`src/design/brbx_pkg.sv`:
```
// Shared widths, register indexes, reset values and types for the box exit distance block.
`timescale 1ns / 1ps

package brbx_pkg;

  // Widths fixed by the field formats
  localparam int COORD_BITS_DEF = 16;
  localparam int DIR_W          = 16;
  localparam int DIST_W         = 16;
  localparam int LIMIT_W        = 15;
  localparam int MAG_W          = 15;
  localparam int DSQ_W          = 31;
  localparam int SUM_W          = 32;
  localparam int MSQ_W          = 2 * MAG_W;
  localparam int SQ_W           = 62;
  localparam int ROOT_W         = SQ_W / 2;
  localparam int DEN_W          = 16;
  localparam int QUO_W          = 17;
  localparam int DIV_LAT        = QUO_W + 1;
  localparam int NUM_AXES       = 3;

  // Configuration register indexes
  localparam int CFG_IDX_W = 3;
  localparam logic [CFG_IDX_W-1:0] REG_BOX_X_MIN    = 3'd0;
  localparam logic [CFG_IDX_W-1:0] REG_BOX_X_MAX    = 3'd1;
  localparam logic [CFG_IDX_W-1:0] REG_BOX_Y_MIN    = 3'd2;
  localparam logic [CFG_IDX_W-1:0] REG_BOX_Y_MAX    = 3'd3;
  localparam logic [CFG_IDX_W-1:0] REG_BOX_Z_MIN    = 3'd4;
  localparam logic [CFG_IDX_W-1:0] REG_BOX_Z_MAX    = 3'd5;
  localparam logic [CFG_IDX_W-1:0] REG_DIST_LIMIT   = 3'd6;

  // Reset values
  localparam int RST_BOX_X_MIN = 0;
  localparam int RST_BOX_X_MAX = 4102;
  localparam int RST_BOX_Y_MIN = -1864;
  localparam int RST_BOX_Y_MAX = 1864;
  localparam int RST_BOX_Z_MIN = 0;
  localparam int RST_BOX_Z_MAX = 16589;
  localparam logic [LIMIT_W-1:0] RST_DIST_LIMIT = 15'd3198;

  // Saturation points of an axis quotient
  localparam logic [QUO_W-1:0] QUO_SAT = 17'd32768;
  localparam logic [QUO_W-1:0] POS_MAX = 17'd32767;

  typedef struct packed {
    logic             skip;  // direction component is zero
    logic             big;   // gap magnitude at least 2^15
    logic             neg;   // gap is negative
    logic [DEN_W-1:0] den;   // magnitude of the direction component
  } brbx_axis_t;

  typedef struct packed {
    brbx_axis_t [NUM_AXES-1:0] ax;
    logic                      zero;
  } brbx_side_t;

endpackage

```
`src/design/brbx_isqrt.sv`:
```
// Pipelined integer square root, one root bit per stage.
`timescale 1ns / 1ps

module brbx_isqrt (
  input  logic                        clk_i,
  input  logic                        en_i,
  input  logic [brbx_pkg::SQ_W-1:0]   x_i,
  output logic [brbx_pkg::ROOT_W-1:0] root_o
);
  import brbx_pkg::*;

  localparam int REM_W = ROOT_W + 3;

  logic [REM_W-1:0]  rem_q  [ROOT_W-1];
  logic [SQ_W-1:0]   x_q    [ROOT_W-1];
  logic [ROOT_W-1:0] root_q [ROOT_W];

  for (genvar k = 0; k < ROOT_W; k++) begin : g_st
    logic [REM_W-1:0]  rem_in, cur, trial;
    logic [ROOT_W-1:0] root_in;
    logic [SQ_W-1:0]   x_in;
    logic              take;

    if (k == 0) begin : g_first
      assign rem_in  = '0;
      assign root_in = '0;
      assign x_in    = x_i;
    end else begin : g_next
      assign rem_in  = rem_q[k-1];
      assign root_in = root_q[k-1];
      assign x_in    = x_q[k-1];
    end

    // Bring down the next two radicand bits and try the next root bit
    assign cur   = {rem_in[REM_W-3:0], x_in[SQ_W-1-2*k -: 2]};
    assign trial = REM_W'({root_in, 2'b01});
    assign take  = (cur >= trial);

    always_ff @(posedge clk_i) begin
      if (en_i) begin
        root_q[k] <= {root_in[ROOT_W-2:0], take};
      end
    end

    if (k < ROOT_W - 1) begin : g_carry
      always_ff @(posedge clk_i) begin
        if (en_i) begin
          rem_q[k] <= take ? (cur - trial) : cur;
          x_q[k]   <= x_in;
        end
      end
    end
  end

  assign root_o = root_q[ROOT_W-1];

endmodule

```
`config.mk`:
```
export PLATFORM = sky130hd
export DESIGN_NAME = brbx_isqrt
export DESIGN_NICKNAME = d
export VERILOG_FILES = /design/src/design/brbx_pkg.sv /design/src/design/brbx_isqrt.sv
export SDC_FILE = /design/constraint.sdc
export NUM_CORES = 2
export LEC_CHECK = 0
export ABC_AREA = 0
export BUFFER_PORTS_ARGS = -buffer_cell sky130_fd_sc_hd__buf_2
export CORE_UTILIZATION = 25
export DETAILED_ROUTE_END_ITERATION = 6
export PLACE_DENSITY = 0.48
export SYNTH_ARGS = -nofsm -noshare
export SYNTH_HDL_FRONTEND = slang
export SYNTH_SLANG_ARGS = --single-unit
```
`constraint.sdc`:
```
create_clock -name clk_i -period 4 [get_ports clk_i]
set_input_delay 0.8 -clock clk_i [delete_from_list [all_inputs] [get_ports clk_i]]
set_output_delay 0.8 -clock clk_i [all_outputs]
set_load 0.03 [all_outputs]
```
==> reports/results.txt <==
number of cells produced by synthesis - 8375
FF+latch count, synth - 2339
EDFF count, synth - 2339
share of cells above drive strength 1 - 0.08611
1st-pass router iterations - 6
cell depth of the worst setup path - 10
yosys warns - 0
Post-Route Setup TNS - 0 ns
MaxCap Viol Count - 0
maximum VDD drop - 0.0003497 V
Fill cells - 43640
r2r worst-path depth - 10
Simple-Gate Fraction of Synth Area - 0.09616
register area share after synthesis - 0.6467
synthesized cell area - 108600 um2
later-pin clock latency in the skew report - 0.89 ns
Sequential Power Share - 0.461
Synth area leader - edfxtp_1
CTS Buf Count - 279
worst hold path class - input pin to register
Area contributors post-synth - edfxtp_1, ha_1, xnor2_1, xor2_1, inv_1
wire length of the first global-routing pass - 374.9 mm
Adder-Cell Fraction of Synth Area - 0.06082
critical path's top delay family - compound AO/OA/AOI/OAI gates
XOR/XNOR share of the synthesized area - 0.06030
RSZ-0062 raised after global routing - no
Worst-path clk slew - 0.06 ns
I/O Buffers - 94
Worst R2R Start - rem_q[1][375]
Critical Path Start - rem_q[1][375]
DP HPWL - 172.9 mm
CP Max Fanout - 5
Async SR Flop Fraction - 0
Worst R2R Setup Slack - 0.22 ns
status - finished clean
min cycle time layout - 3.776 ns
P_int - 51.18 mW
grt ovf - 0
Max clock buf depth - 4
Slew Limit Fails - 0
Max Fclk - 264.9 MHz
CTS tree - yes
Sink Count - 2339
die height - 661.1 um
hold path cells - 1
largest net degree at the start of global routing - 151
predominant post-synthesis flop cell - edfxtp_1
Iter 0 DRT Violations - 4399
Root Driver - clkbuf_16
num ports - 95
Area Growth Syn to Fin - 16.24%
setup-violating endpoint count in the final report - 0
post-route ant nets - 0
final wirelength - 239.2 mm
most common cell in the netlist - edfxtp_1
cell mode on critical path - o21ai_0
Synth Area in Compound Gates - 0.09893
H-tree depth - 5
initial core utilization - 0.2515
critical path's slowest cell - a2111oi_0
gr usage total - 0.1068
Vias/cell - 4.440
Syn Area/Cell - 12.97 um2
NumNets Final - 9371
pwr dens - 569.4 nW/um2
Core Area - 431800 um2
Cell Chain, Critical Path - ha_1 -> o21ai_0 -> a22oi_1 -> a21oi_1 -> o21ai_0 -> a2111o_1 -> a31oi_1 -> o21ai_0 -> a2111oi_0 -> xor2_1
Layout Skew - 0.06460 ns
WP data required - 4.61 ns
vias in the first global route - 65900
RR Endpoint - rem_q[1][439]
Rows - 241
post-synthesis mux area share - 0.007799
final design instance area without fill - 126300 um2
global placer's final weighted congestion - 0.8425
leak pwr - 46.76 nW
Rel. slew slack - 0.3037
syn nets - 8967
initial antenna violation count - 2
Clk pwr share - 0.337
worst slew pin tran - 1.044 ns
routed len/inst - 16.27 um
synth unique cells - 95
Worst path max stage delay - 0.62 ns
WP data arrival - 4.38 ns
Post-DP Area - 117300 um2
NetSw - 20.71 mW
final hold violations - 0
Synth top area share - 0.6467
Setup crit end kind - register
CP Buf/Inv Count - 0
Final Cycle Share - 0.9439
largest family of logic cells by synthesized area - compound AO/OA/AOI/OAI gates
die area - 437100 um2
die span in x - 661.1 um
switching part of the total - 0.2881
synth cell count leaders - edfxtp_1, inv_1, nand2_1, ha_1, nor2_1
worst hold start - x_i[0]
Logic pwr share - 0.202
CP Class - register to register
DRC errors left - 0
Worst Hold End - x_q[0][0]
CP startpoint kind - register
DR vias - 65280
cells in the final DEF (no fill, tap or decap), drive strengths merged, types with 136 or more instances in the layout:
cell,Yosys,final
edfxtp,2339,2339
inv,682,700
xnor2,399,399
a21o,202,202
nor3,180,180
a21oi,488,488
clkbuf,136,336
o21ai,483,483
xor2,348,348
buf,22,250
nor2,496,496
nand2,581,581
ha,528,528
nand3,136,136
per-stage QoR:
| step | hold WS [ns] | setup slack, ns | cells | total power [mW] | util |
|---|---|---|---|---|---|
| after CTS | 0.001530 | 0.1706 | 14700 | 73.11 | 0.2924 |
| after global placement | 0.4002 | 0.1231 | 14180 | 48.09 | 0.2716 |
| after floorplan | 0.4003 | 0.5454 | 8375 | 43.01 | - |
| after global routing | 0.03621 | 0.02931 | 14700 | 75.74 | 0.2924 |
| final | 0.1145 | 0.2244 | 14700 | 71.89 | 0.2924 |
| after detailed placement | 0.4045 | 0.1471 | 14180 | 48.18 | 0.2716 |
kinds of logic after synthesis:
logic type | Yosys count
flip-flops | 2339
AND/OR/NAND/NOR | 2112
AO/OA/AOI/OAI | 1730
buffers and inverters | 842
XOR/XNOR | 747
adder cells (fa/ha/maj) | 528
multiplexers | 76
other | 1
power groups by stage:
stage	logic (mW)	registers, mW	clock network (mW)
after floorplan	10.4	32.7	0
after detailed placement	14.4	33.7	0
after CTS	14.6	33.3	25.3
after global routing	16.2	33.5	26.1
after global placement	14.3	33.7	0
final	14.5	33.2	24.2
sequential cells by signal (all words and copies together), names as in the netlist:
signal	count
x_q	930
root_q	496
rem_q	913
layout make-up:
cell class	instances	area [um2]	share of cell area
inverter	684	2567	0.02033
clock inverter	155	1301	0.01031
sequential	2339	70240	0.5563
timing repair buffer	281	2305	0.01825
multi-input combinational	5194	35330	0.2798
tap	5710	7144	0.05658
antenna	3	7.507	0.00005946
clock buffer	336	7366	0.05834
repair_timing:
item	CTS	global route
resized for setup	0	3
setup buffers	0	0
hold buffers	31	0
endpoints found under the hold margin	31	0
endpoints found under the setup margin	0	12
layer usage:
metal | up-vias | share of wire | track usage | wire length, um
met3 | 449 | 0.040 | 0.01607 | 9657
met4 | 0 | 0.033 | 0.03656 | 7981
met5 | - | 0 | 0 | 0
li1 | 31910 | - | - | -
met2 | 1289 | 0.49 | 0.1868 | 116600
met1 | 31630 | 0.44 | 0.1338 | 105000
how the worst max path moves through the flow:
stage | end | slack, ns
global placement | rem_q[1][137] | 0.12
global route | rem_q[1][439] | 0.03
finish | rem_q[1][439] | 0.22
detailed placement | rem_q[1][137] | 0.15
CTS | rem_q[1][137] | 0.17
floorplan | rem_q[0][196] | 0.55
Power figures use the tool's default switching activity.
