===== src/design/brbx_pkg.sv =====
// Shared widths, register indexes, reset values and types for the box exit distance block.
`timescale 1ns / 1ps

package brbx_pkg;

  // Widths fixed by the field formats
  localparam int COORD_BITS_DEF = 16;
  localparam int DIR_W          = 16;
  localparam int DIST_W         = 16;
  localparam int LIMIT_W        = 15;
  localparam int MAG_W          = 15;
  localparam int DSQ_W          = 31;
  localparam int SUM_W          = 32;
  localparam int MSQ_W          = 2 * MAG_W;
  localparam int SQ_W           = 62;
  localparam int ROOT_W         = SQ_W / 2;
  localparam int DEN_W          = 16;
  localparam int QUO_W          = 17;
  localparam int DIV_LAT        = QUO_W + 1;
  localparam int NUM_AXES       = 3;

  // Configuration register indexes
  localparam int CFG_IDX_W = 3;
  localparam logic [CFG_IDX_W-1:0] REG_BOX_X_MIN    = 3'd0;
  localparam logic [CFG_IDX_W-1:0] REG_BOX_X_MAX    = 3'd1;
  localparam logic [CFG_IDX_W-1:0] REG_BOX_Y_MIN    = 3'd2;
  localparam logic [CFG_IDX_W-1:0] REG_BOX_Y_MAX    = 3'd3;
  localparam logic [CFG_IDX_W-1:0] REG_BOX_Z_MIN    = 3'd4;
  localparam logic [CFG_IDX_W-1:0] REG_BOX_Z_MAX    = 3'd5;
  localparam logic [CFG_IDX_W-1:0] REG_DIST_LIMIT   = 3'd6;

  // Reset values
  localparam int RST_BOX_X_MIN = 0;
  localparam int RST_BOX_X_MAX = 4102;
  localparam int RST_BOX_Y_MIN = -1864;
  localparam int RST_BOX_Y_MAX = 1864;
  localparam int RST_BOX_Z_MIN = 0;
  localparam int RST_BOX_Z_MAX = 16589;
  localparam logic [LIMIT_W-1:0] RST_DIST_LIMIT = 15'd3198;

  // Saturation points of an axis quotient
  localparam logic [QUO_W-1:0] QUO_SAT = 17'd32768;
  localparam logic [QUO_W-1:0] POS_MAX = 17'd32767;

  typedef struct packed {
    logic             skip;  // direction component is zero
    logic             big;   // gap magnitude at least 2^15
    logic             neg;   // gap is negative
    logic [DEN_W-1:0] den;   // magnitude of the direction component
  } brbx_axis_t;

  typedef struct packed {
    brbx_axis_t [NUM_AXES-1:0] ax;
    logic                      zero;
  } brbx_side_t;

endpackage


===== src/design/brbx_div.sv =====
// Pipelined restoring divider with an overflow check ahead of the quotient stages.
`timescale 1ns / 1ps

module brbx_div (
  input  logic                        clk_i,
  input  logic                        en_i,
  input  logic [brbx_pkg::ROOT_W-1:0] r_i,
  input  logic [brbx_pkg::DEN_W-1:0]  den_i,
  output logic [brbx_pkg::QUO_W-1:0]  quo_o,
  output logic                        ovf_o
);
  import brbx_pkg::*;

  localparam int SH_W  = ROOT_W + 1;
  localparam int CMP_W = DEN_W + QUO_W;

  logic [ROOT_W-1:0] rem0_q;
  logic [DEN_W-1:0]  den0_q;
  logic              ovf0_q;
  logic [ROOT_W-1:0] rem_q [QUO_W-1];
  logic [DEN_W-1:0]  den_q [QUO_W-1];
  logic [QUO_W-1:0]  quo_q [QUO_W];
  logic              ovf_q [QUO_W];

  // Flag quotients of 2^17 and above, then hold the operands
  always_ff @(posedge clk_i) begin
    if (en_i) begin
      ovf0_q <= (CMP_W'(r_i) >= {den_i, {QUO_W{1'b0}}});
      rem0_q <= r_i;
      den0_q <= den_i;
    end
  end

  for (genvar k = 0; k < QUO_W; k++) begin : g_st
    localparam int B = QUO_W - 1 - k;
    logic [ROOT_W-1:0] rem_in;
    logic [DEN_W-1:0]  den_in;
    logic [QUO_W-1:0]  quo_in, quo_d;
    logic              ovf_in, take;
    logic [SH_W-1:0]   sh;

    if (k == 0) begin : g_first
      assign rem_in = rem0_q;
      assign den_in = den0_q;
      assign quo_in = '0;
      assign ovf_in = ovf0_q;
    end else begin : g_next
      assign rem_in = rem_q[k-1];
      assign den_in = den_q[k-1];
      assign quo_in = quo_q[k-1];
      assign ovf_in = ovf_q[k-1];
    end

    // Try the shifted divisor against the partial remainder
    assign sh   = SH_W'({{(SH_W-DEN_W){1'b0}}, den_in} << B);
    assign take = ({1'b0, rem_in} >= sh);

    always_comb begin
      quo_d    = quo_in;
      quo_d[B] = take;
    end

    always_ff @(posedge clk_i) begin
      if (en_i) begin
        quo_q[k] <= quo_d;
        ovf_q[k] <= ovf_in;
      end
    end

    if (k < QUO_W - 1) begin : g_carry
      always_ff @(posedge clk_i) begin
        if (en_i) begin
          rem_q[k] <= take ? ROOT_W'({1'b0, rem_in} - sh) : rem_in;
          den_q[k] <= den_in;
        end
      end
    end
  end

  assign quo_o = quo_q[QUO_W-1];
  assign ovf_o = ovf_q[QUO_W-1];

endmodule

===== config.mk =====
export PLATFORM = sky130hd
export DESIGN_NAME = brbx_div
export DESIGN_NICKNAME = d
export VERILOG_FILES = /design/src/design/brbx_pkg.sv /design/src/design/brbx_div.sv
export SDC_FILE = /design/constraint.sdc
export NUM_CORES = 1
export LEC_CHECK = 0
export BUFFER_PORTS_ARGS = -buffer_cell sky130_fd_sc_hd__clkbuf_2
export CAP_MARGIN = 20
export CORE_UTILIZATION = 40
export CTS_BUF_LIST = sky130_fd_sc_hd__clkbuf_16
export DETAILED_ROUTE_END_ITERATION = 12
export GPL_TIMING_DRIVEN = 0
export RECOVER_POWER = 25
export SLEW_MARGIN = 20
export SYNTH_ARGS = -nofsm -noshare
export SYNTH_HDL_FRONTEND = slang
export SYNTH_SLANG_ARGS = --single-unit

===== constraint.sdc =====
create_clock -name clk_i -period 3.2 [get_ports clk_i]
set_input_delay 0.32 -clock clk_i [delete_from_list [all_inputs] [get_ports clk_i]]
set_output_delay 0.32 -clock clk_i [all_outputs]
set_load 0.01 [all_outputs]

==> impl_metrics.prom, run 1 <==
# TYPE chip_impl_metric gauge
chip_impl_metric{name="timing.fmax",unit="MHz"} 310
chip_impl_metric{name="grt_start_max_net_pins",unit=""} 102
chip_impl_metric{name="ff2ff_path_depth",unit=""} 13
chip_impl_metric{name="cts_htree_levels",unit=""} 3
chip_impl_metric{name="setup_total_negative_slack",unit="ns"} -0.0460
chip_impl_metric{name="synthDominantCellAreaShare",unit="%"} 60.3
chip_impl_metric{name="insertion_delay",unit="ns"} 0.69
chip_impl_metric{name="power_switching",unit="µW"} 14800
chip_impl_metric{name="synthDistinctLibCells",unit=""} 89
chip_impl_metric{name="regToRegSetupSlack",unit="ns"} -0.02
chip_impl_metric{name="cell_area_power_density",unit="nW/µm²"} 803
chip_impl_info{name="critical_path.slowest_cell",value="sky130_fd_sc_hd__edfxtp_1"} 1
chip_impl_metric{name="drc_errors",unit=""} 0
chip_impl_metric{name="first_pass_grt_wire_length",unit="µm"} 168000
chip_impl_info{name="grt_setup_unrepaired",value="yes"} 1
chip_impl_metric{name="timing.max_cap.violations",unit=""} 1
chip_impl_metric{name="fillCellCount",unit=""} 10600
chip_impl_metric{name="dieArea",unit="µm²"} 122000
chip_impl_metric{name="clkSlewWorstSetupHoldPaths",unit="ns"} 0.06
chip_impl_info{name="post-synth-top-area-cell",value="sky130_fd_sc_hd__edfxtp_1"} 1
chip_impl_metric{name="postSynthAreaPerCell",unit="µm²"} 12.4
chip_impl_metric{name="clock_tree.buffer_depth",unit=""} 3
chip_impl_metric{name="number_of_iterations_in_the_first_detailed_routing_pass",unit=""} 7
chip_impl_metric{name="antenna_violating_nets_left",unit=""} 0
chip_impl_metric{name="die_y",unit="µm"} 350
chip_impl_metric{name="total_leakage_power",unit="µW"} 0.0216
chip_impl_metric{name="portbufs",unit=""} 66
chip_impl_metric{name="maxSlewViolCount",unit=""} 56
chip_impl_metric{name="routabilityCongestion",unit=""} 0.905
chip_impl_metric{name="ys.warnings.count",unit=""} 0
chip_impl_metric{name="drtIter0Drc",unit=""} 1588
chip_impl_metric{name="finalWorstPathRequiredPeriod",unit="ns"} 3.22
chip_impl_metric{name="n_antenna_cell",unit=""} 0
chip_impl_metric{name="dieWidth",unit="µm"} 350
chip_impl_metric{name="place.detailed.hpwl",unit="µm"} 77200
chip_impl_info{name="most_frequent_cells_in_the_layout",value="970 x sky130_fd_sc_hd__edfxtp_1, 377 x sky130_fd_sc_hd__inv_1, 275 x sky130_fd_sc_hd__nand2_1"} 1
chip_impl_metric{name="pre_cts_ws",unit="ns"} -1.37
chip_impl_metric{name="number_of_cells_on_the_critical_path",unit=""} 13
chip_impl_info{name="holdCritPathClass",value="in2reg"} 1
chip_impl_metric{name="synth.ff_latch_count",unit=""} 970
chip_impl_metric{name="nets",unit=""} 4555
chip_impl_metric{name="viasPerCell",unit=""} 5.17
chip_impl_metric{name="hold_path_depth",unit=""} 2
chip_impl_metric{name="grt_overflow",unit=""} 0
chip_impl_info{name="path_cells",value="inv_1, ha_2, inv_2, fa_2, a211oi_2, o21ai_1, and3_4, a311o_1, o221ai_2, a211o_1, buf_6, inv_2, mux2_2"} 1
chip_impl_metric{name="core.rowCount",unit=""} 127
chip_impl_info{name="status",value="finished, violations left"} 1
chip_impl_metric{name="post_synth_inst_count",unit=""} 3901
chip_impl_metric{name="postRouteWirelength",unit="µm"} 107000
chip_impl_metric{name="mappedNetlistNets",unit=""} 4251
chip_impl_info{name="setup.worst_path.class",value="reg2reg"} 1
chip_impl_metric{name="ir_worst_vdd",unit="V"} 0.000506
chip_impl_metric{name="initial_antenna_violation_count",unit=""} 0
chip_impl_metric{name="synth.cell_area",unit="µm²"} 48300
chip_impl_info{name="layout.cells.most_common",value="sky130_fd_sc_hd__edfxtp_1"} 1
chip_impl_metric{name="cts-buffers-inserted",unit=""} 105
chip_impl_info{name="critical_path_endpoint_category",value="flip-flop"} 1
chip_impl_metric{name="num_ports",unit=""} 67
chip_impl_info{name="critical_path.startpoint_type",value="flip-flop"} 1
chip_impl_metric{name="finalSetupViolations",unit=""} 4
chip_impl_info{name="cpMostUsedCell",value="sky130_fd_sc_hd__inv_2"} 1
chip_impl_metric{name="final_min_period_over_clock_period",unit="%"} 101
chip_impl_metric{name="critical_path_peak_fanout",unit=""} 6
chip_impl_metric{name="power.share.combinational",unit="%"} 32.5
chip_impl_metric{name="setup_slack",unit="ns"} -0.0209
chip_impl_metric{name="critical_path.max_stage_delay",unit="ns"} 0.42
chip_impl_info{name="cts_tree",value="done"} 1
chip_impl_metric{name="clockPowerShare",unit="%"} 26.3
chip_impl_metric{name="core",unit="µm²"} 120000
chip_impl_metric{name="post-route-cell-area",unit="µm²"} 56900
chip_impl_metric{name="cp_data_required_time",unit="ns"} 3.63
chip_impl_info{name="synth_area_leaders",value="sky130_fd_sc_hd__edfxtp_1 60%, sky130_fd_sc_hd__ha_1 7.4%, sky130_fd_sc_hd__inv_1 2.8%"} 1
chip_impl_metric{name="synth-edff-count",unit=""} 970
chip_impl_metric{name="critical_path.n_buffers_inverters",unit=""} 4
chip_impl_info{name="violations_in_the_final_reports",value="capacitance limit, slew limit, setup timing"} 1
chip_impl_metric{name="tightest_slew",unit="ns"} 1.72
chip_impl_metric{name="sequentialPowerShare",unit="%"} 41.2
chip_impl_info{name="cpLargestDelayFamily",value="compound AO/OA/AOI/OAI gates"} 1
chip_impl_metric{name="via_count_of_the_first_global_routing_pass",unit=""} 31300
chip_impl_metric{name="internal_power",unit="µW"} 30800
chip_impl_metric{name="crit_arrival",unit="ns"} 3.65
chip_impl_metric{name="max_slew_margin",unit="%"} -14.8
chip_impl_metric{name="utilization_of_the_core_after_routing",unit="%"} 47.5
chip_impl_metric{name="power_switching_share",unit="%"} 32.5
chip_impl_metric{name="syn2layout_area_growth",unit="%"} 17.7
chip_impl_metric{name="routedWlPerCell",unit="µm"} 18.1
chip_impl_metric{name="skew",unit="ns"} 0.0253
chip_impl_metric{name="synthArstFlopShare",unit="%"} 0
chip_impl_metric{name="track_usage",unit="%"} 17.5
chip_impl_metric{name="detailroute.via_count",unit=""} 30500
chip_impl_metric{name="cts.sink_count",unit=""} 970
chip_impl_metric{name="placed_cell_area",unit="µm²"} 51000
chip_impl_info{name="cts.root.buffer_cell",value="sky130_fd_sc_hd__clkbuf_16"} 1
chip_impl_metric{name="finalHoldViolCount",unit=""} 0
chip_impl_metric{name="drive_gt1_share",unit="%"} 12.8
chip_impl_metric{name="start_util",unit="%"} 40.3
chip_impl_info{name="ys.flop_type",value="sky130_fd_sc_hd__edfxtp_1"} 1
chip_impl_metric{name="seq_area_frac_synth",unit="%"} 60.3
## metal layers
layer / GRT usage (%) / up-vias / wire length (µm)
li1: - / 15100 / -
met1: 17.9 / 14600 / 40000
met2: 34.1 / 539 / 57800
met3: 2.43 / 272 / 3230
met4: 9.07 / 0 / 5770
met5: 0 / - / 0
## area by class of cell
| cell class | count | area, µm² | area share (%) |
|---|---|---|---|
| flip-flops and latches | 970 | 29100 | 51.2 |
| multi-input cells | 2507 | 18700 | 32.9 |
| clock buffers | 105 | 2630 | 4.62 |
| well taps | 1612 | 2020 | 3.55 |
| repair buffers | 201 | 1750 | 3.08 |
| inverters | 368 | 1390 | 2.45 |
| clock inverters | 85 | 798 | 1.40 |
| plain buffers | 52 | 427 | 0.750 |
## kinds of logic (layout without fill, tap and decap cells)
| family | after synthesis | after routing | synth area share [%] |
|---|---|---|---|
| simple gates | 1003 | 1003 | 10.4 |
| flops | 970 | 970 | 60.3 |
| compound gates | 851 | 851 | 11.1 |
| buf+inv | 424 | 811 | 3.37 |
| fa+ha+maj | 301 | 301 | 8.04 |
| xor+xnor | 282 | 282 | 5.11 |
| mux | 70 | 70 | 1.62 |
## metrics by stage
stage                     hold WS (ns)  total power, µW  cells
after floorplan                  0.400            28800   3901
after global placement           0.401            32700   5579
after detailed placement         0.405            32500   5589
after CTS                        0.215            45400   5869
after global routing             0.334            48300   5900
final                            0.371            45700   5900
## cell usage after synthesis, drive strengths merged (47+ instances only)
library cell,number
edfxtp,970
inv,368
ha,285
nand2,275
o21ai,246
nor2,243
a21oi,234
xnor2,144
xor2,138
a21o,90
nor3,79
nor4,67
mux2,66
nand3,48
nand2b,47
## state kept, by name, summed over array words and instances, names as in the netlist
| register | cells |
|---|---|
| den0_q | 16 |
| g_st.ovf_in | 1 |
| g_st.rem_in | 31 |
| ovf_q | 17 |
| rem_q | 496 |
| quo_q | 153 |
| den_q | 256 |
## power by group through the flow
stage / Clock (µW) / Combinational (µW) / Sequential (µW)
global route: 12800 / 16400 / 19100
global placement: 0 / 13300 / 19500
floorplan: 0 / 10400 / 18400
finish: 12000 / 14800 / 18800
CTS: 12300 / 14300 / 18800
detailed placement: 0 / 13500 / 19000
## timing repair
item,CTS,global route
resized for setup,195,135
pin swaps,35,41
endpoints found under the setup margin,316,241
hold endpoints to repair,47,0
hold buffers,47,0
setup buffers,42,34
gates cloned,4,0
## worst paths after layout
kind                           startpoint                      to
max          g_st[0].rem_in[16]$_DFFE_PP_  rem_q[0][25]$_DFFE_PP_
max reg2reg  g_st[0].rem_in[16]$_DFFE_PP_  rem_q[0][25]$_DFFE_PP_
min reg2reg        quo_q[1][73]$_DFFE_PP_  quo_q[1][90]$_DFFE_PP_
min                             den_i[13]    den0_q[13]$_DFFE_PP_
Power figures use the tool's default switching activity.
==> run 2, diff against run 1 <==
Settings changed: ABC_AREA from default to 1.
==> run 2 against run 1 <==
The run ends with capacitance limit, slew limit left. Clock skew is 0.0034 ns higher. Critical path type unchanged. Total power is 13% higher. Non-clock buffer count is 72 lower. Worst setup slack better by 0.36 ns. Sequential power is 2% higher. Final cell count is 49% higher.
==> impl_metrics.prom, run 2 <==
# TYPE chip_impl_metric gauge
chip_impl_metric{name="multi_input_area",unit="µm²"} 22900
chip_impl_metric{name="initial_antenna_violation_count",unit=""} 4
chip_impl_info{name="setup.worst_path.class",value="reg2reg"} 1
chip_impl_metric{name="timing.fmax",unit="MHz"} 350
chip_impl_metric{name="regToRegSetupSlack",unit="ns"} 0.34
chip_impl_info{name="post-synth-top-area-cell",value="sky130_fd_sc_hd__edfxtp_1"} 1
chip_impl_metric{name="postRouteWirelength",unit="µm"} 153000
chip_impl_metric{name="power_switching",unit="µW"} 20300
chip_impl_metric{name="total_leakage_power",unit="µW"} 0.0288
chip_impl_metric{name="core",unit="µm²"} 140000
chip_impl_metric{name="start_util",unit="%"} 40.4
chip_impl_metric{name="critical_path_peak_fanout",unit=""} 10
chip_impl_metric{name="synth.ff_latch_count",unit=""} 970
chip_impl_metric{name="synthDominantCellAreaShare",unit="%"} 51.5
chip_impl_metric{name="portbufs",unit=""} 66
chip_impl_metric{name="final-seq-area",unit="µm²"} 29100
chip_impl_metric{name="cts.repair.resized",unit=""} 0
chip_impl_metric{name="seq_area_frac_synth",unit="%"} 51.5
chip_impl_metric{name="ff2ff_path_depth",unit=""} 13
chip_impl_metric{name="detailroute.via_count",unit=""} 43200
chip_impl_metric{name="internal_power",unit="µW"} 31200
chip_impl_metric{name="power_switching_share",unit="%"} 39.4
chip_impl_metric{name="grt_overflow",unit=""} 0
chip_impl_info{name="largest_registers",value="rem_q (496), den_q (256), quo_q (153)"} 1
chip_impl_metric{name="final_min_period_over_clock_period",unit="%"} 89.3
chip_impl_metric{name="insertion_delay",unit="ns"} 0.74
chip_impl_metric{name="ys.warnings.count",unit=""} 0
chip_impl_metric{name="clockPowerShare",unit="%"} 24.9
chip_impl_info{name="critical_register_to_register_path_startpoint",value="den_q[0][96]$_DFFE_PP_"} 1
chip_impl_info{name="violations_in_the_final_reports",value="capacitance limit, slew limit"} 1
chip_impl_info{name="status",value="finished, violations left"} 1
chip_impl_info{name="grt_setup_unrepaired",value="no"} 1
chip_impl_metric{name="viasPerCell",unit=""} 4.92
chip_impl_metric{name="hold_path_depth",unit=""} 1
chip_impl_info{name="ys.flop_type",value="sky130_fd_sc_hd__edfxtp_1"} 1
chip_impl_metric{name="number_of_iterations_in_the_first_detailed_routing_pass",unit=""} 6
chip_impl_metric{name="cell_area_power_density",unit="nW/µm²"} 809
chip_impl_info{name="cpMostUsedCell",value="sky130_fd_sc_hd__nand2_1"} 1
chip_impl_info{name="critical_path_endpoint_category",value="flip-flop"} 1
chip_impl_metric{name="synth-edff-count",unit=""} 970
chip_impl_metric{name="placed_cell_area",unit="µm²"} 59500
chip_impl_metric{name="max_slew_margin",unit="%"} -30.1
chip_impl_info{name="holdCritPathClass",value="in2reg"} 1
chip_impl_metric{name="tightest_slew",unit="ns"} 1.95
chip_impl_info{name="cpLargestDelayFamily",value="simple AND/OR/NAND/NOR gates"} 1
chip_impl_metric{name="post-route-cell-area",unit="µm²"} 63600
chip_impl_metric{name="drc_errors",unit=""} 0
chip_impl_metric{name="ir_worst_vdd",unit="V"} 0.000560
chip_impl_metric{name="critical_path.n_buffers_inverters",unit=""} 2
chip_impl_metric{name="largest_register_ffs",unit=""} 496
chip_impl_metric{name="postSynthAreaPerCell",unit="µm²"} 8.60
chip_impl_metric{name="drive_gt1_share",unit="%"} 6.56
chip_impl_info{name="synth_area_leaders",value="sky130_fd_sc_hd__edfxtp_1 52%, sky130_fd_sc_hd__nand2_1 15%, sky130_fd_sc_hd__inv_1 7.0%"} 1
chip_impl_metric{name="clock_tree.buffer_depth",unit=""} 3
chip_impl_metric{name="finalHoldViolCount",unit=""} 0
chip_impl_metric{name="core.rowCount",unit=""} 137
chip_impl_metric{name="clkSlewWorstSetupHoldPaths",unit="ns"} 0.06
chip_impl_metric{name="drtIter0Drc",unit=""} 3246
chip_impl_metric{name="via_count_of_the_first_global_routing_pass",unit=""} 41000
chip_impl_metric{name="routabilityCongestion",unit=""} 0.952
chip_impl_info{name="synth_most_common_cell",value="sky130_fd_sc_hd__nand2_1"} 1
chip_impl_info{name="synth_top_cells_by_count",value="2242 x sky130_fd_sc_hd__nand2_1, 1054 x sky130_fd_sc_hd__inv_1, 970 x sky130_fd_sc_hd__edfxtp_1, 535 x sky130_fd_sc_hd__nor2_1, 414 x sky130_fd_sc_hd__nand3_1"} 1
chip_impl_metric{name="place.detailed.hpwl",unit="µm"} 121000
chip_impl_info{name="path_cells",value="ha_1, fa_1, nor2_2, nor2_2, o21ai_2, nand2_1, nand2_1, nand2_1, nand2_2, inv_2, buf_6, nand2_1, nand2_1"} 1
chip_impl_metric{name="post_synth_inst_count",unit=""} 6574
chip_impl_metric{name="grt_start_max_net_pins",unit=""} 102
chip_impl_metric{name="skew",unit="ns"} 0.0288
chip_impl_metric{name="cts_htree_levels",unit=""} 3
chip_impl_info{name="worstReg2RegEnd",value="rem_q[0][240]$_DFFE_PP_"} 1
chip_impl_metric{name="fillCellCount",unit=""} 13700
chip_impl_info{name="layout.cells.most_common",value="sky130_fd_sc_hd__nand2_1"} 1
chip_impl_info{name="largest-register",value="rem_q"} 1
chip_impl_metric{name="cts_setup_buffers",unit=""} 0
chip_impl_metric{name="critical_path.max_stage_delay",unit="ns"} 0.47
chip_impl_metric{name="dieWidth",unit="µm"} 378
chip_impl_metric{name="timing.max_cap.violations",unit=""} 1
chip_impl_info{name="cts.root.buffer_cell",value="sky130_fd_sc_hd__clkbuf_16"} 1
chip_impl_metric{name="power.share.combinational",unit="%"} 37.8
chip_impl_metric{name="cp_data_required_time",unit="ns"} 3.64
chip_impl_metric{name="routedWlPerCell",unit="µm"} 17.5
chip_impl_metric{name="nets",unit=""} 7157
chip_impl_info{name="timing.hold.worst.start",value="en_i"} 1
chip_impl_metric{name="crit_arrival",unit="ns"} 3.30
chip_impl_info{name="timing.hold.worst_endpoint",value="ovf_q[0][0]$_DFFE_PP_"} 1
chip_impl_info{name="critical_path.slowest_cell",value="sky130_fd_sc_hd__fa_1"} 1
chip_impl_metric{name="cts-buffers-inserted",unit=""} 107
chip_impl_metric{name="antenna_violating_nets_left",unit=""} 0
chip_impl_metric{name="utilization_of_the_core_after_routing",unit="%"} 45.5
chip_impl_metric{name="cts.sink_count",unit=""} 970
chip_impl_info{name="most_frequent_cells_in_the_layout",value="2242 x sky130_fd_sc_hd__nand2_1, 1073 x sky130_fd_sc_hd__inv_1, 970 x sky130_fd_sc_hd__edfxtp_1"} 1
chip_impl_metric{name="dieArea",unit="µm²"} 143000
chip_impl_metric{name="syn2layout_area_growth",unit="%"} 12.5
chip_impl_info{name="cts_tree",value="done"} 1
chip_impl_metric{name="die_y",unit="µm"} 378
chip_impl_metric{name="synthArstFlopShare",unit="%"} 0
chip_impl_metric{name="maxSlewViolCount",unit=""} 72
chip_impl_metric{name="num_ports",unit=""} 67
chip_impl_metric{name="setup_total_negative_slack",unit="ns"} 0
chip_impl_metric{name="mappedNetlistNets",unit=""} 6924
chip_impl_metric{name="sequentialPowerShare",unit="%"} 37.3
chip_impl_metric{name="finalWorstPathRequiredPeriod",unit="ns"} 2.86
chip_impl_metric{name="finalSetupViolations",unit=""} 0
chip_impl_metric{name="track_usage",unit="%"} 21.4
chip_impl_metric{name="synthDistinctLibCells",unit=""} 53
chip_impl_metric{name="first_pass_grt_wire_length",unit="µm"} 235000
chip_impl_info{name="critical_path.startpoint_type",value="flip-flop"} 1
chip_impl_metric{name="holdBufCountCts",unit=""} 47
chip_impl_metric{name="synth.cell_area",unit="µm²"} 56500
run 2: cell count changes in the layout (fill, tap and decap cells not counted), sizes merged, moves of 82 or more:
cell   delta
a21o     -82
inv     +703
nand2  +1996
nand3   +378
nand4    +84
nor2    +331
o21ai   -120
xnor2   -110
run 2: metrics by stage:
step | hold WS, ns | power (µW) | instances | worst slack, ns
2_1_floorplan | 0.400 | 32500 | 6574 | 1.02
3_3_place_gp | 0.400 | 39000 | 8516 | -15.19
3_5_place_dp | 0.405 | 38600 | 8527 | -0.114
4_1_cts | 0.0533 | 51700 | 8777 | 0.322
5_1_grt | 0.0621 | 55100 | 8777 | 0.180
6_report | 0.0684 | 51400 | 8778 | 0.342
run 2: worst max path at each step:
stage | from | to | slack, ns | cells past startpoint
2_1_floorplan | den_q[1][96]$_DFFE_PP_ | rem_q[1][231]$_DFFE_PP_ | 1.02 | 15
3_3_place_gp | en_i | quo_q[2][12]$_DFFE_PP_ | -15.19 | 1
3_5_place_dp | en_i | quo_q[2][9]$_DFFE_PP_ | -0.11 | 6
4_1_cts | den_q[0][17]$_DFFE_PP_ | rem_q[0][88]$_DFFE_PP_ | 0.32 | 10
5_1_grt | den_q[0][17]$_DFFE_PP_ | rem_q[0][88]$_DFFE_PP_ | 0.18 | 10
6_report | den_q[0][96]$_DFFE_PP_ | rem_q[0][240]$_DFFE_PP_ | 0.34 | 13
run 2: cell families (layout without fill, tap and decap cells):
kind of cell / Yosys count / after routing / share of synthesized area (%)
other: 0 / 1 / 0
buffers and inverters: 1126 / 1453 / 8.01
XOR/XNOR: 152 / 152 / 2.36
AND/OR/NAND/NOR: 3566 / 3566 / 26.5
AO/OA/AOI/OAI: 459 / 459 / 4.70
adder cells (fa/ha/maj): 301 / 301 / 6.88
flip-flops: 970 / 970 / 51.5
run 2: power groups by stage:
stage / logic [µW] / clock network (µW) / registers (µW)
2_1_floorplan: 14100 / 0 / 18300
3_3_place_gp: 19100 / 0 / 19900
3_5_place_dp: 19200 / 0 / 19400
4_1_cts: 19400 / 13200 / 19200
5_1_grt: 22100 / 13600 / 19400
6_report: 19400 / 12800 / 19200
run 2: layer usage:
metal / share of wire (%) / global-route usage (%)
met1: 46 / 29.3
met2: 46 / 35.5
met3: 4.4 / 2.42
met4: 3.1 / 6.55
met5: 0 / 0
run 2: area by class of cell:
cell class | instances | share of cell area (%)
Sequential cell | 970 | 45.8
Clock buffer | 107 | 4.21
Clock inverter | 96 | 1.58
Tap cell | 1876 | 3.69
Inverter | 1069 | 6.32
Antenna cell | 1 | 0.00393
Timing Repair Buffer | 124 | 1.64
Multi-Input combinational cell | 4478 | 36.0
Buffer | 57 | 0.797
